**src/design/model_file_token_scanner_macros.svh**
```systemverilog
// Assertion macros shared by the token scanner modules.
// No dependencies; included by files that carry concurrent assertions.
`ifndef MODEL_FILE_TOKEN_SCANNER_MACROS_SVH
`define MODEL_FILE_TOKEN_SCANNER_MACROS_SVH

// Checked on every clock edge outside reset.
`define MFTS_ASSERT(label, prop, msg) \
  label: assert property (@(posedge clk) disable iff (!rst_n) (prop)) else $error(msg);

// Checked on every clock edge, reset included.
`define MFTS_ASSERT_ALWAYS(label, prop, msg) \
  label: assert property (@(posedge clk) (prop)) else $error(msg);

`endif

```
**src/design/mfts_pkg.sv**
```systemverilog
// Types, constants and character helpers for the model file token scanner.
// No dependencies; imported by every scanner module.
package mfts_pkg;

  localparam int KEYWORD_MAX_DEF = 8;
  localparam int DEPTH_BITS_DEF  = 16;
  localparam int FIFO_DEPTH      = 4;
  localparam int LEN_W           = 16;

  // token kinds
  localparam logic [3:0] KIND_EOF      = 4'd0;
  localparam logic [3:0] KIND_INT      = 4'd1;
  localparam logic [3:0] KIND_FLOAT    = 4'd2;
  localparam logic [3:0] KIND_KEYWORD  = 4'd3;
  localparam logic [3:0] KIND_STRING   = 4'd4;
  localparam logic [3:0] KIND_PCT_CMT  = 4'd5;
  localparam logic [3:0] KIND_BRK_CMT  = 4'd6;
  localparam logic [3:0] KIND_CMT_EOF  = 4'd7;
  localparam logic [3:0] KIND_STR_NL   = 4'd8;
  localparam logic [3:0] KIND_JUNK     = 4'd9;

  // number flag bits
  localparam logic [5:0] NF_EXP  = 6'h01;
  localparam logic [5:0] NF_DOT  = 6'h02;
  localparam logic [5:0] NF_DIG  = 6'h04;
  localparam logic [5:0] NF_SIGN = 6'h08;
  localparam logic [5:0] NF_BAD  = 6'h10;
  localparam logic [5:0] NF_FLT  = 6'h20;

  localparam logic [7:0] CH_LF    = 8'h0A;
  localparam logic [7:0] CH_CR    = 8'h0D;
  localparam logic [7:0] CH_SPACE = 8'h20;
  localparam logic [7:0] CH_QUOTE = 8'h22;
  localparam logic [7:0] CH_PCT   = 8'h25;
  localparam logic [7:0] CH_PLUS  = 8'h2B;
  localparam logic [7:0] CH_MINUS = 8'h2D;
  localparam logic [7:0] CH_DOT   = 8'h2E;
  localparam logic [7:0] CH_UE    = 8'h45;
  localparam logic [7:0] CH_LE    = 8'h65;
  localparam logic [7:0] CH_LBRK  = 8'h5B;
  localparam logic [7:0] CH_RBRK  = 8'h5D;
  localparam logic [7:0] CH_UNDER = 8'h5F;

  typedef struct packed {
    logic             is_end;
    logic [7:0]       tok_byte;
    logic [3:0]       kind;
    logic [LEN_W-1:0] length;
    logic             starts_line;
  } mfts_rec_t;

  // an entry holds the one or two records of one accepted beat
  typedef struct packed {
    logic      two;
    mfts_rec_t rec0;
    mfts_rec_t rec1;
  } mfts_entry_t;

  typedef struct packed {
    logic empty;
    logic full;
  } mfts_fifo_stat_t;

  function automatic logic is_space(input logic [7:0] c);
    return (c == CH_SPACE) || (c >= 8'h09 && c <= CH_CR);
  endfunction

  function automatic logic is_digit(input logic [7:0] c);
    return c >= 8'h30 && c <= 8'h39;
  endfunction

  function automatic logic is_alpha(input logic [7:0] c);
    return (c >= 8'h41 && c <= 8'h5A) || (c >= 8'h61 && c <= 8'h7A);
  endfunction

  function automatic logic is_num_byte(input logic [7:0] c);
    return is_digit(c) || c == CH_PLUS || c == CH_MINUS || c == CH_UE || c == CH_LE
           || c == CH_DOT;
  endfunction

  function automatic logic [5:0] num_update(input logic [5:0] f_in, input logic [7:0] c);
    logic [5:0] f;
    f = f_in;
    if (c == CH_PLUS || c == CH_MINUS) begin
      if ((f & NF_SIGN) == '0) f = f | NF_BAD;
      f = f & ~NF_SIGN;
    end else if (c == CH_DOT) begin
      if ((f & NF_DOT) != '0) f = f | NF_BAD;
      f = (f | NF_DOT | NF_FLT) & ~NF_SIGN;
    end else if (c == CH_UE || c == CH_LE) begin
      if ((f & NF_EXP) != '0) f = f | NF_BAD;
      f = (f | NF_EXP | NF_DOT | NF_SIGN | NF_FLT) & ~NF_DIG;
    end else begin
      f = (f | NF_DIG) & ~NF_SIGN;
    end
    return f;
  endfunction

  function automatic logic [3:0] num_kind(input logic [5:0] f);
    if ((f & NF_BAD) != '0 || (f & NF_DIG) == '0) return KIND_JUNK;
    return ((f & NF_FLT) != '0) ? KIND_FLOAT : KIND_INT;
  endfunction

  function automatic mfts_rec_t mk_rec(input logic e, input logic [7:0] b,
                                       input logic [3:0] k, input logic [LEN_W-1:0] len,
                                       input logic sl);
    mfts_rec_t r;
    r.is_end      = e;
    r.tok_byte    = b;
    r.kind        = k;
    r.length      = len;
    r.starts_line = sl;
    return r;
  endfunction

endpackage

```
**src/design/mfts_front.sv**
```systemverilog
// Scanner front end: accepts text beats, runs the mode machine and builds
// the zero, one or two records each beat produces. Depends on mfts_pkg.
`include "model_file_token_scanner_macros.svh"
module mfts_front #(
  parameter int KEYWORD_MAX = mfts_pkg::KEYWORD_MAX_DEF,
  parameter int DEPTH_BITS  = mfts_pkg::DEPTH_BITS_DEF
) (
  input  logic                clk,
  input  logic                rst_n,
  input  logic                cfg_wr_en,
  input  logic                cfg_wr_data,
  input  logic                in_valid,
  output logic                in_ready,
  input  logic [7:0]          in_text_byte,
  input  logic                in_end_of_text,
  input  mfts_pkg::mfts_fifo_stat_t fifo_stat,
  output logic                push,
  output mfts_pkg::mfts_entry_t push_entry
);
  import mfts_pkg::*;

  localparam logic [2:0] M_IDLE     = 3'd0;
  localparam logic [2:0] M_NUM      = 3'd1;
  localparam logic [2:0] M_STR      = 3'd2;
  localparam logic [2:0] M_KEY      = 3'd3;
  localparam logic [2:0] M_PCT_KEEP = 3'd4;
  localparam logic [2:0] M_BRK_KEEP = 3'd5;
  localparam logic [2:0] M_PCT_SKIP = 3'd6;
  localparam logic [2:0] M_BRK_SKIP = 3'd7;

  logic [2:0]            mode_r, mode_nxt;
  logic [7:0]            prev_r, prev_nxt;
  logic [DEPTH_BITS-1:0] depth_r, depth_nxt;
  logic [LEN_W-1:0]      len_r, len_nxt;
  logic [5:0]            nf_r, nf_nxt;
  logic                  fok_r, fok_nxt;
  logic                  tsl_r, tsl_nxt;
  logic                  keep_r;
  logic                  accept;
  logic [1:0]            cnt;
  mfts_rec_t             rec_v [2];

  assign in_ready = !fifo_stat.full;
  assign accept   = in_valid && in_ready;

  always_comb begin
    logic [7:0]            b;
    logic                  fin;
    logic                  fin_len0;
    logic [3:0]            fkind;
    logic                  take;
    logic                  idle;
    logic [DEPTH_BITS-1:0] dtmp;
    mode_nxt = mode_r;
    prev_nxt = prev_r;
    depth_nxt = depth_r;
    len_nxt = len_r;
    nf_nxt = nf_r;
    fok_nxt = fok_r;
    tsl_nxt = tsl_r;
    cnt = 2'd0;
    rec_v[0] = '0;
    rec_v[1] = '0;
    b = in_text_byte;
    fin = 1'b0;
    fin_len0 = 1'b0;
    fkind = KIND_EOF;
    take = 1'b0;
    idle = 1'b0;
    dtmp = depth_r;

    if (in_end_of_text) begin
      unique case (mode_r)
        M_NUM:      begin fin = 1'b1; fkind = num_kind(nf_r); end
        M_STR:      begin fin = 1'b1; fkind = KIND_STR_NL; end
        M_KEY: begin
          fin = 1'b1;
          fkind = (len_r <= LEN_W'(KEYWORD_MAX) && fok_r) ? KIND_KEYWORD : KIND_JUNK;
        end
        M_PCT_KEEP: begin fin = 1'b1; fkind = KIND_PCT_CMT; end
        M_BRK_KEEP: begin fin = 1'b1; fkind = KIND_CMT_EOF; end
        M_BRK_SKIP: begin
          if (depth_r != '0) begin
            fin = 1'b1;
            fin_len0 = 1'b1;
            fkind = KIND_CMT_EOF;
          end
        end
        default: ;
      endcase
    end else begin
      prev_nxt = b;
      unique case (mode_r)
        M_NUM: begin
          if (is_num_byte(b)) begin
            nf_nxt = num_update(nf_r, b);
            take = 1'b1;
          end else begin
            fin = 1'b1;
            fkind = num_kind(nf_r);
            idle = 1'b1;
          end
        end
        M_STR: begin
          if (b == CH_QUOTE) begin
            fin = 1'b1;
            fkind = KIND_STRING;
          end else if (b == CH_LF) begin
            fin = 1'b1;
            fkind = KIND_STR_NL;
          end else begin
            take = 1'b1;
          end
        end
        M_KEY: begin
          if (is_space(b)) begin
            fin = 1'b1;
            fkind = (len_r <= LEN_W'(KEYWORD_MAX) && fok_r) ? KIND_KEYWORD : KIND_JUNK;
          end else begin
            take = 1'b1;
          end
        end
        M_PCT_KEEP: begin
          if (b == CH_LF) begin
            fin = 1'b1;
            fkind = KIND_PCT_CMT;
          end else begin
            take = 1'b1;
          end
        end
        M_BRK_KEEP: begin
          if (b == CH_RBRK) begin
            if (depth_r != '0) dtmp = depth_r - 1'b1;
            depth_nxt = dtmp;
            if (dtmp == '0) begin
              fin = 1'b1;
              fkind = KIND_BRK_CMT;
            end else begin
              take = 1'b1;
            end
          end else begin
            if (b == CH_LBRK && depth_r != '1) depth_nxt = depth_r + 1'b1;
            take = 1'b1;
          end
        end
        M_PCT_SKIP: begin
          if (b == CH_LF) mode_nxt = M_IDLE;
        end
        M_BRK_SKIP: begin
          if (depth_r == '0) mode_nxt = M_IDLE;
          else if (b == CH_RBRK) depth_nxt = depth_r - 1'b1;
          else if (b == CH_LBRK && depth_r != '1) depth_nxt = depth_r + 1'b1;
        end
        default: idle = 1'b1;
      endcase
    end

    if (fin) begin
      rec_v[0] = mk_rec(1'b1, 8'h00, fkind, fin_len0 ? '0 : len_r, tsl_r);
      cnt = 2'd1;
      mode_nxt = M_IDLE;
    end

    if (take) begin
      rec_v[0] = mk_rec(1'b0, b, KIND_EOF, '0, 1'b0);
      cnt = 2'd1;
      if (len_r != '1) len_nxt = len_r + 1'b1;
    end

    // first byte seen between tokens
    if (idle && !is_space(b)) begin
      if (b == CH_PCT) begin
        if (keep_r) begin
          mode_nxt = M_PCT_KEEP;
          len_nxt = '0;
          tsl_nxt = (prev_r == CH_LF || prev_r == CH_CR);
        end else begin
          mode_nxt = M_PCT_SKIP;
        end
      end else if (b == CH_LBRK) begin
        if (keep_r) begin
          mode_nxt = M_BRK_KEEP;
          len_nxt = '0;
          tsl_nxt = (prev_r == CH_LF || prev_r == CH_CR);
        end else begin
          mode_nxt = M_BRK_SKIP;
        end
        depth_nxt = DEPTH_BITS'(1);
      end else if (b == CH_QUOTE) begin
        mode_nxt = M_STR;
        len_nxt = '0;
        tsl_nxt = (prev_r == CH_LF || prev_r == CH_CR);
      end else begin
        if (is_digit(b) || b == CH_PLUS || b == CH_MINUS || b == CH_DOT) begin
          mode_nxt = M_NUM;
          nf_nxt = num_update(NF_SIGN, b);
        end else begin
          mode_nxt = M_KEY;
          fok_nxt = is_alpha(b) || b == CH_UNDER;
        end
        len_nxt = LEN_W'(1);
        tsl_nxt = (prev_r == CH_LF || prev_r == CH_CR);
        rec_v[cnt[0]] = mk_rec(1'b0, b, KIND_EOF, '0, 1'b0);
        cnt = cnt + 2'd1;
      end
    end

    if (in_end_of_text) begin
      rec_v[cnt[0]] = mk_rec(1'b1, 8'h00, KIND_EOF, '0, tsl_r);
      cnt = cnt + 2'd1;
      mode_nxt = M_IDLE;
      prev_nxt = CH_SPACE;
      depth_nxt = '0;
      len_nxt = '0;
      nf_nxt = '0;
      fok_nxt = 1'b0;
    end
  end

  assign push = accept && (cnt != 2'd0);
  assign push_entry.two  = cnt[1];
  assign push_entry.rec0 = rec_v[0];
  assign push_entry.rec1 = rec_v[1];

  always_ff @(posedge clk) begin
    if (!rst_n) begin
      mode_r  <= M_IDLE;
      prev_r  <= CH_SPACE;
      depth_r <= '0;
      len_r   <= '0;
      nf_r    <= '0;
      fok_r   <= 1'b0;
      tsl_r   <= 1'b0;
      keep_r  <= 1'b0;
    end else begin
      if (cfg_wr_en) keep_r <= cfg_wr_data;
      if (accept) begin
        mode_r  <= mode_nxt;
        prev_r  <= prev_nxt;
        depth_r <= depth_nxt;
        len_r   <= len_nxt;
        nf_r    <= nf_nxt;
        fok_r   <= fok_nxt;
        tsl_r   <= tsl_nxt;
      end
    end
  end

  `MFTS_ASSERT(a_eot_clears,
    (accept && in_end_of_text) |=> (mode_r == M_IDLE && depth_r == '0 && prev_r == CH_SPACE),
    "end marker did not return scanner to idle")
  `MFTS_ASSERT(a_eot_pushes,
    (accept && in_end_of_text) |-> (push && push_entry.rec0.is_end),
    "end marker beat produced no end record")

endmodule

```
**src/design/mfts_fifo.sv**
```systemverilog
// Short record queue between scanner front end and output stage.
// Depends on mfts_pkg.
`include "model_file_token_scanner_macros.svh"
module mfts_fifo (
  input  logic                      clk,
  input  logic                      rst_n,
  input  logic                      push,
  input  mfts_pkg::mfts_entry_t     push_entry,
  input  logic                      pop,
  output mfts_pkg::mfts_entry_t     pop_entry,
  output mfts_pkg::mfts_fifo_stat_t stat
);
  import mfts_pkg::*;

  localparam int PW = $clog2(FIFO_DEPTH);
  localparam int CW = $clog2(FIFO_DEPTH + 1);

  mfts_entry_t   mem_r [FIFO_DEPTH];
  logic [PW-1:0] wr_ptr_r, rd_ptr_r;
  logic [CW-1:0] count_r, count_nxt;

  assign stat.empty = (count_r == '0);
  assign stat.full  = (count_r == CW'(FIFO_DEPTH));
  assign pop_entry  = mem_r[rd_ptr_r];

  always_comb begin
    count_nxt = count_r;
    if (push && !pop) count_nxt = count_r + 1'b1;
    else if (pop && !push) count_nxt = count_r - 1'b1;
  end

  always_ff @(posedge clk) begin
    if (push) mem_r[wr_ptr_r] <= push_entry;
  end

  always_ff @(posedge clk) begin
    if (!rst_n) begin
      wr_ptr_r <= '0;
      rd_ptr_r <= '0;
      count_r  <= '0;
    end else begin
      if (push) wr_ptr_r <= wr_ptr_r + 1'b1;
      if (pop)  rd_ptr_r <= rd_ptr_r + 1'b1;
      count_r <= count_nxt;
    end
  end

  // count is unknown until the first reset edge
  `MFTS_ASSERT_ALWAYS(a_no_overflow, (!rst_n || count_r <= CW'(FIFO_DEPTH)),
    "queue count past depth")
  `MFTS_ASSERT(a_push_not_full, push |-> !stat.full, "push into full queue")

endmodule

```
**src/design/mfts_back.sv**
```systemverilog
// Output stage: takes queued entries and hands out their records one beat
// at a time from a holding register. Depends on mfts_pkg.
`include "model_file_token_scanner_macros.svh"
module mfts_back (
  input  logic                      clk,
  input  logic                      rst_n,
  input  mfts_pkg::mfts_entry_t     pop_entry,
  input  mfts_pkg::mfts_fifo_stat_t fifo_stat,
  output logic                      pop,
  output logic                      out_valid,
  input  logic                      out_ready,
  output logic                      out_is_token_end,
  output logic [7:0]                out_token_byte,
  output logic [3:0]                out_token_kind,
  output logic [15:0]               out_token_length,
  output logic                      out_starts_line
);
  import mfts_pkg::*;

  mfts_entry_t cur_r;
  logic        cur_valid_r;
  logic        idx_r;
  logic        load;
  mfts_rec_t   rec;

  // the held entry is finished once its last record is taken
  assign load = !cur_valid_r || (out_ready && (idx_r || !cur_r.two));
  assign pop  = load && !fifo_stat.empty;
  assign rec  = idx_r ? cur_r.rec1 : cur_r.rec0;

  assign out_valid        = cur_valid_r;
  assign out_is_token_end = rec.is_end;
  assign out_token_byte   = rec.tok_byte;
  assign out_token_kind   = rec.kind;
  assign out_token_length = rec.length;
  assign out_starts_line  = rec.starts_line;

  always_ff @(posedge clk) begin
    if (pop) cur_r <= pop_entry;
  end

  always_ff @(posedge clk) begin
    if (!rst_n) begin
      cur_valid_r <= 1'b0;
      idx_r       <= 1'b0;
    end else if (load) begin
      cur_valid_r <= !fifo_stat.empty;
      idx_r       <= 1'b0;
    end else if (out_ready) begin
      idx_r <= 1'b1;
    end
  end

  `MFTS_ASSERT(a_second_only_if_two, (cur_valid_r && idx_r) |-> cur_r.two, "second record served from single-record entry")

endmodule

```
**src/design/model_file_token_scanner.sv**
```systemverilog
// Top level of the model file token scanner: front end, record queue and
// output stage. Depends on mfts_pkg, mfts_front, mfts_fifo, mfts_back.
//
//   channel | handshake             | payload
//   --------+-----------------------+-------------------------------------------
//   in      | in_valid / in_ready   | in_text_byte, in_end_of_text
//   out     | out_valid / out_ready | out_is_token_end, out_token_byte,
//           |                       | out_token_kind, out_token_length,
//           |                       | out_starts_line
//   cfg     | cfg_wr_en             | cfg_wr_data (keep_comments)
//
// One beat is taken per cycle while the 4-entry record queue has room; each
// beat yields zero, one or two records, and the output stage sends one record
// per cycle while out_ready is high, so the two records of a beat go out in turn.
// An input beat's first record passes through the queue write, then the output
// holding register.
// Reset is synchronous, active low, and needs no clearing pass.
// Either side may stall independently; the queue absorbs the difference.
module model_file_token_scanner #(
  parameter int KEYWORD_MAX = mfts_pkg::KEYWORD_MAX_DEF,
  parameter int DEPTH_BITS  = mfts_pkg::DEPTH_BITS_DEF
) (
  input  logic        clk,
  input  logic        rst_n,
  input  logic        cfg_wr_en,
  input  logic        cfg_wr_data,
  input  logic        in_valid,
  output logic        in_ready,
  input  logic [7:0]  in_text_byte,
  input  logic        in_end_of_text,
  output logic        out_valid,
  input  logic        out_ready,
  output logic        out_is_token_end,
  output logic [7:0]  out_token_byte,
  output logic [3:0]  out_token_kind,
  output logic [15:0] out_token_length,
  output logic        out_starts_line
);
  import mfts_pkg::*;

  logic            push;
  logic            pop;
  mfts_entry_t     push_entry;
  mfts_entry_t     pop_entry;
  mfts_fifo_stat_t fifo_stat;

  mfts_front #(
    .KEYWORD_MAX (KEYWORD_MAX),
    .DEPTH_BITS  (DEPTH_BITS)
  ) u_front (
    .clk            (clk),
    .rst_n          (rst_n),
    .cfg_wr_en      (cfg_wr_en),
    .cfg_wr_data    (cfg_wr_data),
    .in_valid       (in_valid),
    .in_ready       (in_ready),
    .in_text_byte   (in_text_byte),
    .in_end_of_text (in_end_of_text),
    .fifo_stat      (fifo_stat),
    .push           (push),
    .push_entry     (push_entry)
  );

  mfts_fifo u_fifo (
    .clk        (clk),
    .rst_n      (rst_n),
    .push       (push),
    .push_entry (push_entry),
    .pop        (pop),
    .pop_entry  (pop_entry),
    .stat       (fifo_stat)
  );

  mfts_back u_back (
    .clk              (clk),
    .rst_n            (rst_n),
    .pop_entry        (pop_entry),
    .fifo_stat        (fifo_stat),
    .pop              (pop),
    .out_valid        (out_valid),
    .out_ready        (out_ready),
    .out_is_token_end (out_is_token_end),
    .out_token_byte   (out_token_byte),
    .out_token_kind   (out_token_kind),
    .out_token_length (out_token_length),
    .out_starts_line  (out_starts_line)
  );

endmodule

```
**config.mk**
```make
export PLATFORM = sky130hd
export DESIGN_NAME = model_file_token_scanner
export DESIGN_NICKNAME = d
export VERILOG_FILES = /design/src/design/mfts_pkg.sv /design/src/design/mfts_front.sv /design/src/design/mfts_fifo.sv /design/src/design/mfts_back.sv /design/src/design/model_file_token_scanner.sv
export VERILOG_INCLUDE_DIRS = /design/src /design/src/design
export SDC_FILE = /design/constraint.sdc
export NUM_CORES = 1
export LEC_CHECK = 0
export BUFFER_PORTS_ARGS = -buffer_cell sky130_fd_sc_hd__buf_2
export CAP_MARGIN = 40
export CORE_UTILIZATION = 64
export CTS_BUF_LIST = sky130_fd_sc_hd__clkbuf_16
export DETAILED_ROUTE_END_ITERATION = 10
export HOLD_SLACK_MARGIN = 0.15
export PLACE_DENSITY = 0.87
export SYNTH_ARGS = -nofsm -noshare
export SYNTH_HDL_FRONTEND = slang
export SYNTH_HIERARCHICAL = 1
export SYNTH_SLANG_ARGS = --single-unit
```
**constraint.sdc**
```tcl
create_clock -name clk -period 10.2 [get_ports clk]
set_input_delay 2.55 -clock clk [delete_from_list [all_inputs] [get_ports clk]]
set_output_delay 2.55 -clock clk [all_outputs]
set_load 0.01 [all_outputs]
```
## Word level (Yosys, flattened, before mapping)

Memories as Yosys holds them, arrays and structs flattened. A register that Yosys moved wholly into a read port is not among the register bits.
Cells that the tools add are included.

- Register bits: 61
- Bits in writable memories: 244
- Memories: 1

- Add/sub/neg operators: 9
- Magnitude comparators: 13
- Equal/unequal tests: 30
- Mux-type cells: 130
- Bitwise logic cells: 3
- Reductions and logical operators: 53

Memory list:

| name | depth | width | rd ports | clocked after Yosys merged registers in | write ports | RTL line | source |
|---|---|---|---|---|---|---|---|
| u_fifo.mem_r | 4 | 61 | 1 | 1 | 1 | mfts_fifo.sv:18 | `mfts_entry_t mem_r [FIFO_DEPTH];` |

Operator list:

| cell | count |
|---|---|
| $mux 16 | 20 |
| $mux 60 | 5 |
| $mux 30 | 5 |
| $bwmux 60 | 2 |
| $mux 6 | 14 |
| $demux 30 s1 | 2 |
| $eq 8x6->1 const B | 6 |
| $eq 8x7->1 const B | 5 |
| $mux 4 | 10 |
| $mux 3 | 13 |
| $mux 1 | 38 |
| $add 16x1->16 const B | 2 |
| $logic_not 16->1 | 2 |
| $ne 16x16->1 const B | 2 |
| $pmux 16 s2 | 1 |
| $eq 8x4->1 const B | 3 |
| $pmux 4 s6 | 1 |
| $pmux 4 s5 | 1 |
| $mux 2 | 9 |
| $ge 8x7->1 const B | 2 |
| $le 16x4->1 const B | 1 |
| $le 8x7->1 const B | 2 |
| $reduce_bool 16->1 | 1 |
| $sub 16x1->16 const B | 1 |
| 35 further kinds | 90 |

## Longest topological paths before layout

- Depth in word-level cells: 25
- Gate-level depth with buffers: 21
- Gate-level depth less buffers: 19

## Modules after synthesis

Netlist, hierarchy kept.

By module, submodules not included:

| module | instances | cells an instance | area each (sq um) | seq. area each (sq um) |
|---|---|---|---|---|
| mfts_fifo | 1 | 362 | 9315.2 | 7507.2 |
| mfts_front | 1 | 735 | 5018.6 | 1041.0 |
| mfts_back | 1 | 105 | 2442.3 | 1871.8 |

## Least setup slack after synthesis

Ideal clock, no wire load.

- Kind: input to register
- From: input in_text_byte[3]
- To: memory u_fifo/mem_r[0][0] in the netlist's numbering, enable pin
- Library setup time: 0.425 ns
- Arrival time: 6.931 ns
- Setup slack: 2.844 ns
- Cell stages on the path: 12
- Path buffers: 0
- Cell sequence: or4b_1 a2bb2oi_1 a211oi_1 o211ai_1 a21oi_2 inv_1 a211oi_2 nor2_1 ha_1 nor3_1 a221oi_1 and2_1

- Longest elaborated chain between the ends: 23
- Elaborated cells between the ends (all ways): 54

RTL lines:

| element | RTL line | source |
|---|---|---|
| from (decl) | model_file_token_scanner.sv:29 | `input logic [7:0] in_text_byte,` |
| $ge 8x6->1 / $le 8x6->1 (equally long branches) | mfts_pkg.sv:69 | `return c >= 8'h30 && c <= 8'h39;` |
| $logic_and 1x1->1 | mfts_pkg.sv:69 |  |
| $logic_or 1x1->1 (4 in series) | mfts_pkg.sv:77 | `return is_digit(c) \|\| c == CH_PLUS \|\| c == CH_MINUS \|\| c == CH_UE \|\| c == CH_LE` |
| $logic_or 1x1->1 | mfts_pkg.sv:78 | `\|\| c == CH_DOT;` |
| $mux 1 | mfts_front.sv:95 | `if (is_num_byte(b)) begin` |
| $pmux 1 s5 | mfts_front.sv:93 | `unique case (mode_r)` |
| $mux 1 | mfts_front.sv:72 | `if (in_end_of_text) begin` |
| $mux 1 | mfts_front.sv:158 | `if (fin) begin` |
| [... 5 more ...] | - |  |
| $mux 2 * | mfts_front.sv:171 | `if (idle && !is_space(b)) begin` |
| $add 2x1->2 | mfts_front.sv:210 | `cnt = cnt + 2'd1;` |
| $mux 2 * | mfts_front.sv:208 | `if (in_end_of_text) begin` |
| $reduce_bool 2->1 * | mfts_front.sv:220 | `assign push = accept && (cnt != 2'd0);` |
| $logic_and 1x1->1 * | mfts_front.sv:220 |  |
| net push | model_file_token_scanner.sv:41 | `logic push;` |
| $mux 1 * | mfts_fifo.sv:33 | `if (push) mem_r[wr_ptr_r] <= push_entry;` |
| $mux 1 (implied by the code) * | mfts_fifo.sv:33 |  |
| to (decl) | mfts_fifo.sv:18 |  |

The timed path passes the listed nets; every way through them passes the cells marked *.

## Final worst setup path

- From: input in_text_byte[5]
- To: memory u_fifo/mem_r[0][47] in the netlist's numbering, enable pin

The elaborated chain is that of the path after synthesis.

==> impl_metrics.ini <==
[placed_design]
gp_congestion = 0.955
place_area_mm2 = 0.0171
hpwl_mm = 25.1
port_buffers = 46

[floorplanning]
die_area_mm2 = 0.0269
core_area_mm2 = 0.0255
std_cell_rows = 58
start_util_pct = 65.9
pin_count = 47
dieWidth_um = 164
fp.dieH_um = 164

[synthesis]
yosysTopAreaCell = edfxtp_1
synth_area_leaders = edfxtp_1, mux4_2, dfxtp_1
synth_xor_area_share_pct = 0.418
synth_cell_types = 94
synth_compound_area_share_pct = 8.78
netlist_instances = 1202
synth_top_family_by_area = simple AND/OR/NAND/NOR gates
synthFlopType = edfxtp_1
yosys.area_share.adder_pct = 1.01
ys_ff_latch = 368
synth_area_mm2 = 0.0168
synth_mux_area_share_pct = 11.4
synth-simple-area-share_pct = 12.0
synth_warnings = 6
synth_edf_count = 305
ys_async_sr_fraction_pct = 0
synth_top_area_share_pct = 54.6
syn_area_per_cell_um2 = 14.0
ys_seq_area_share_pct = 62.1

[cts]
cts.sink_count = 368
path_clk_slew_ps = 60
cts_root_buf = clkbuf_16
cts_setup_buffers = 0
cts_tree = yes
clk-insertion-delay-late_ps = 530
clk_path_buf_depth = 3
post_cts_resized = 0
cts_buffers = 36
ctsHoldBuffers = 0
cts_max_level = 2

[worst_setup_path]
endpoint_kind = flop
r2r-end = u_fifo/mem_r[0][47]$_DFFE_PP_
crit_start = in_text_byte[5]
required_ps = 10350
arrival_ps = 7780
slowest_stage = and2_2
critPathLaunchType = input pin
cp-endpoint = u_fifo/mem_r[0][47]$_DFFE_PP_
rr_worst_depth = 15
worstReg2RegStart = u_front/depth_r[0]$_SDFFE_PN0P_
critical_path.max_stage_delay_ps = 910
regToRegSetupSlack_ps = 3840
crit_path_frequent_cell = a21oi_1
worstSetupPathType = in2reg
cp_max_fo = 32
path_cells = buf_2, nor3b_1, nand4_1, a21oi_1, nor4_1, a211oi_1, a21oi_1, a211oi_2, nor2_1, ha_1, nor3_1, a221oi_1, and2_2, buf_4

[global_route]
gr-total-overflow = 0
grt_max_degree = 64
antenna_found_initial = 0
grt_pass1_wl_mm = 61.7
grt_pass1_vias = 10497
grt_usage_pct = 30.9

[route]
wl_per_cell_um = 25.8
antenna_left = 0
first_pass_iters = 6
vias_per_cell = 6.80
drc = 0
vias = 10817
drt_wl_total_mm = 41.0
drtIter0Drc = 1448

[sta]
period_needed_ps = 7630
tightest_slew_ps = 1010
finalSetupViolations = 0
finalHoldViolations = 0
period_share_pct = 74.8
fmax_ghz = 0.131
rsz0062_at_grt = false
slew_violations = 0
hold_ws_ps = 453
tns_ps = 0
relSlewSlack_pct = 32.6
fin_skew_ps = 17.5

[finish]
multi_input_area_mm2 = 0.00573
final.fill_count = 1586
layout_commonest_cell = edfxtp_1
drive_gt1_share_pct = 19.0
fin_nets = 1263
area_delta_synth_final_pct = 8.25
final_area_mm2 = 0.0182
fin_util_pct = 71.3
antenna_cells = 0
seq_area_mm2 = 0.0104
most-common-layout-cells = edfxtp_1, nand2_1, nor2_1

[worst_hold_path]
hold_class = reg2reg
worst_hold_path.num_cells = 2

[pwr]
powerDensity_mw_per_mm2 = 229
p_leak_nw = 6.10
max-vdd-ir-drop_mv = 0.230

[run]
max_cap_violations = 0

[status]
status = complete, no violations
## synthesized netlist by cell type (9+ instances only)
cell type	n
a21oi_1	61
a31oi_1	9
and2_1	29
and3_1	21
buf_12	9
buf_2	13
buf_4	21
clkbuf_1	41
dfxtp_1	63
edfxtp_1	305
ha_1	12
inv_1	25
mux2_4	30
mux2i_1	9
mux4_2	60
nand2_1	80
nand2b_1	13
nand3_1	36
nand4_1	10
nor2_1	68
nor2b_1	11
nor3_1	41
nor4_1	12
o211ai_1	12
o21ai_0	40
or4_1	13
## metrics by stage
stage | total power, mW | setup slack [ps] | std cells
after floorplan | 2.68 | 2840 | 1221
after global placement | 2.85 | 2360 | 1521
after detailed placement | 2.92 | 2240 | 1525
after CTS | 4.16 | 2680 | 1589
after global routing | 4.30 | 2190 | 1591
final | 4.16 | 2570 | 1591
## cells by family after synthesis
kind of cell             count (synthesis)
AND/OR/NAND/NOR                        376
other                                    1
AO/OA/AOI/OAI                          218
adder cells (fa/ha/maj)                 13
multiplexers                           100
buffers and inverters                  118
flip-flops                             368
XOR/XNOR                                 8
## state kept, by name (all words and copies together) (netlist names), 3 cells and up, named ones only
register and count:
u_front/prev_r 8, u_fifo/count_r 3, u_front/depth_r 16, u_fifo/mem_r 244, u_back/cur_r 61, u_front/mode_r 3
u_front/nf_r 6, u_front/len_r 16
## power by group
| group | leakage (nW) | switching [mW] | internal [mW] | total, mW |
|---|---|---|---|---|
| Sequential | 3.29 | 0.123 | 1.94 | 2.07 |
| Combinational | 2.26 | 0.494 | 0.385 | 0.879 |
| Clock | 0.558 | 0.559 | 0.650 | 1.21 |
## layout make-up
type,instances,area share [%]
sequential,368,57.4
multi-input combinational,735,31.6
tap,330,2.27
inverter,27,0.558
clock inverter,28,0.854
clock buffer,36,4.96
timing repair buffer,67,2.37
## how the worst min path moves through the flow
| stage | from | slack (ps) | to |
|---|---|---|---|
| final | u_front/nf_r[5]$_SDFFE_PN0P_ | 450 | u_front/nf_r[5]$_SDFFE_PN0P_ |
| after floorplan | u_front/nf_r[5]$_SDFFE_PN0P_ | 430 | u_front/nf_r[5]$_SDFFE_PN0P_ |
| after detailed placement | u_front/nf_r[5]$_SDFFE_PN0P_ | 450 | u_front/nf_r[5]$_SDFFE_PN0P_ |
| after global routing | u_front/nf_r[5]$_SDFFE_PN0P_ | 480 | u_front/nf_r[5]$_SDFFE_PN0P_ |
| after CTS | u_front/nf_r[5]$_SDFFE_PN0P_ | 460 | u_front/nf_r[5]$_SDFFE_PN0P_ |
| after global placement | u_front/nf_r[5]$_SDFFE_PN0P_ | 440 | u_front/nf_r[5]$_SDFFE_PN0P_ |
## per-layer routing
metal  global-route usage (%)  vias to the layer above  share of wire (%)
li1                         -                     4713                  -
met1                     40.8                     5327                 38
met2                     52.0                      662                 50
met3                     5.08                      115                8.5
met4                     11.0                        0                3.6
met5                        0                        -                  0
## worst max-delay path, delay by kind of cell
family / cells / cell delay [ps]
buffers and inverters: 2 / 760
adders and majority gates: 1 / 290
and+or+nand+nor: 6 / 2050
AOI/OAI and AO/OA: 5 / 2120
No activity file was read; power rests on OpenSTA's default activity.
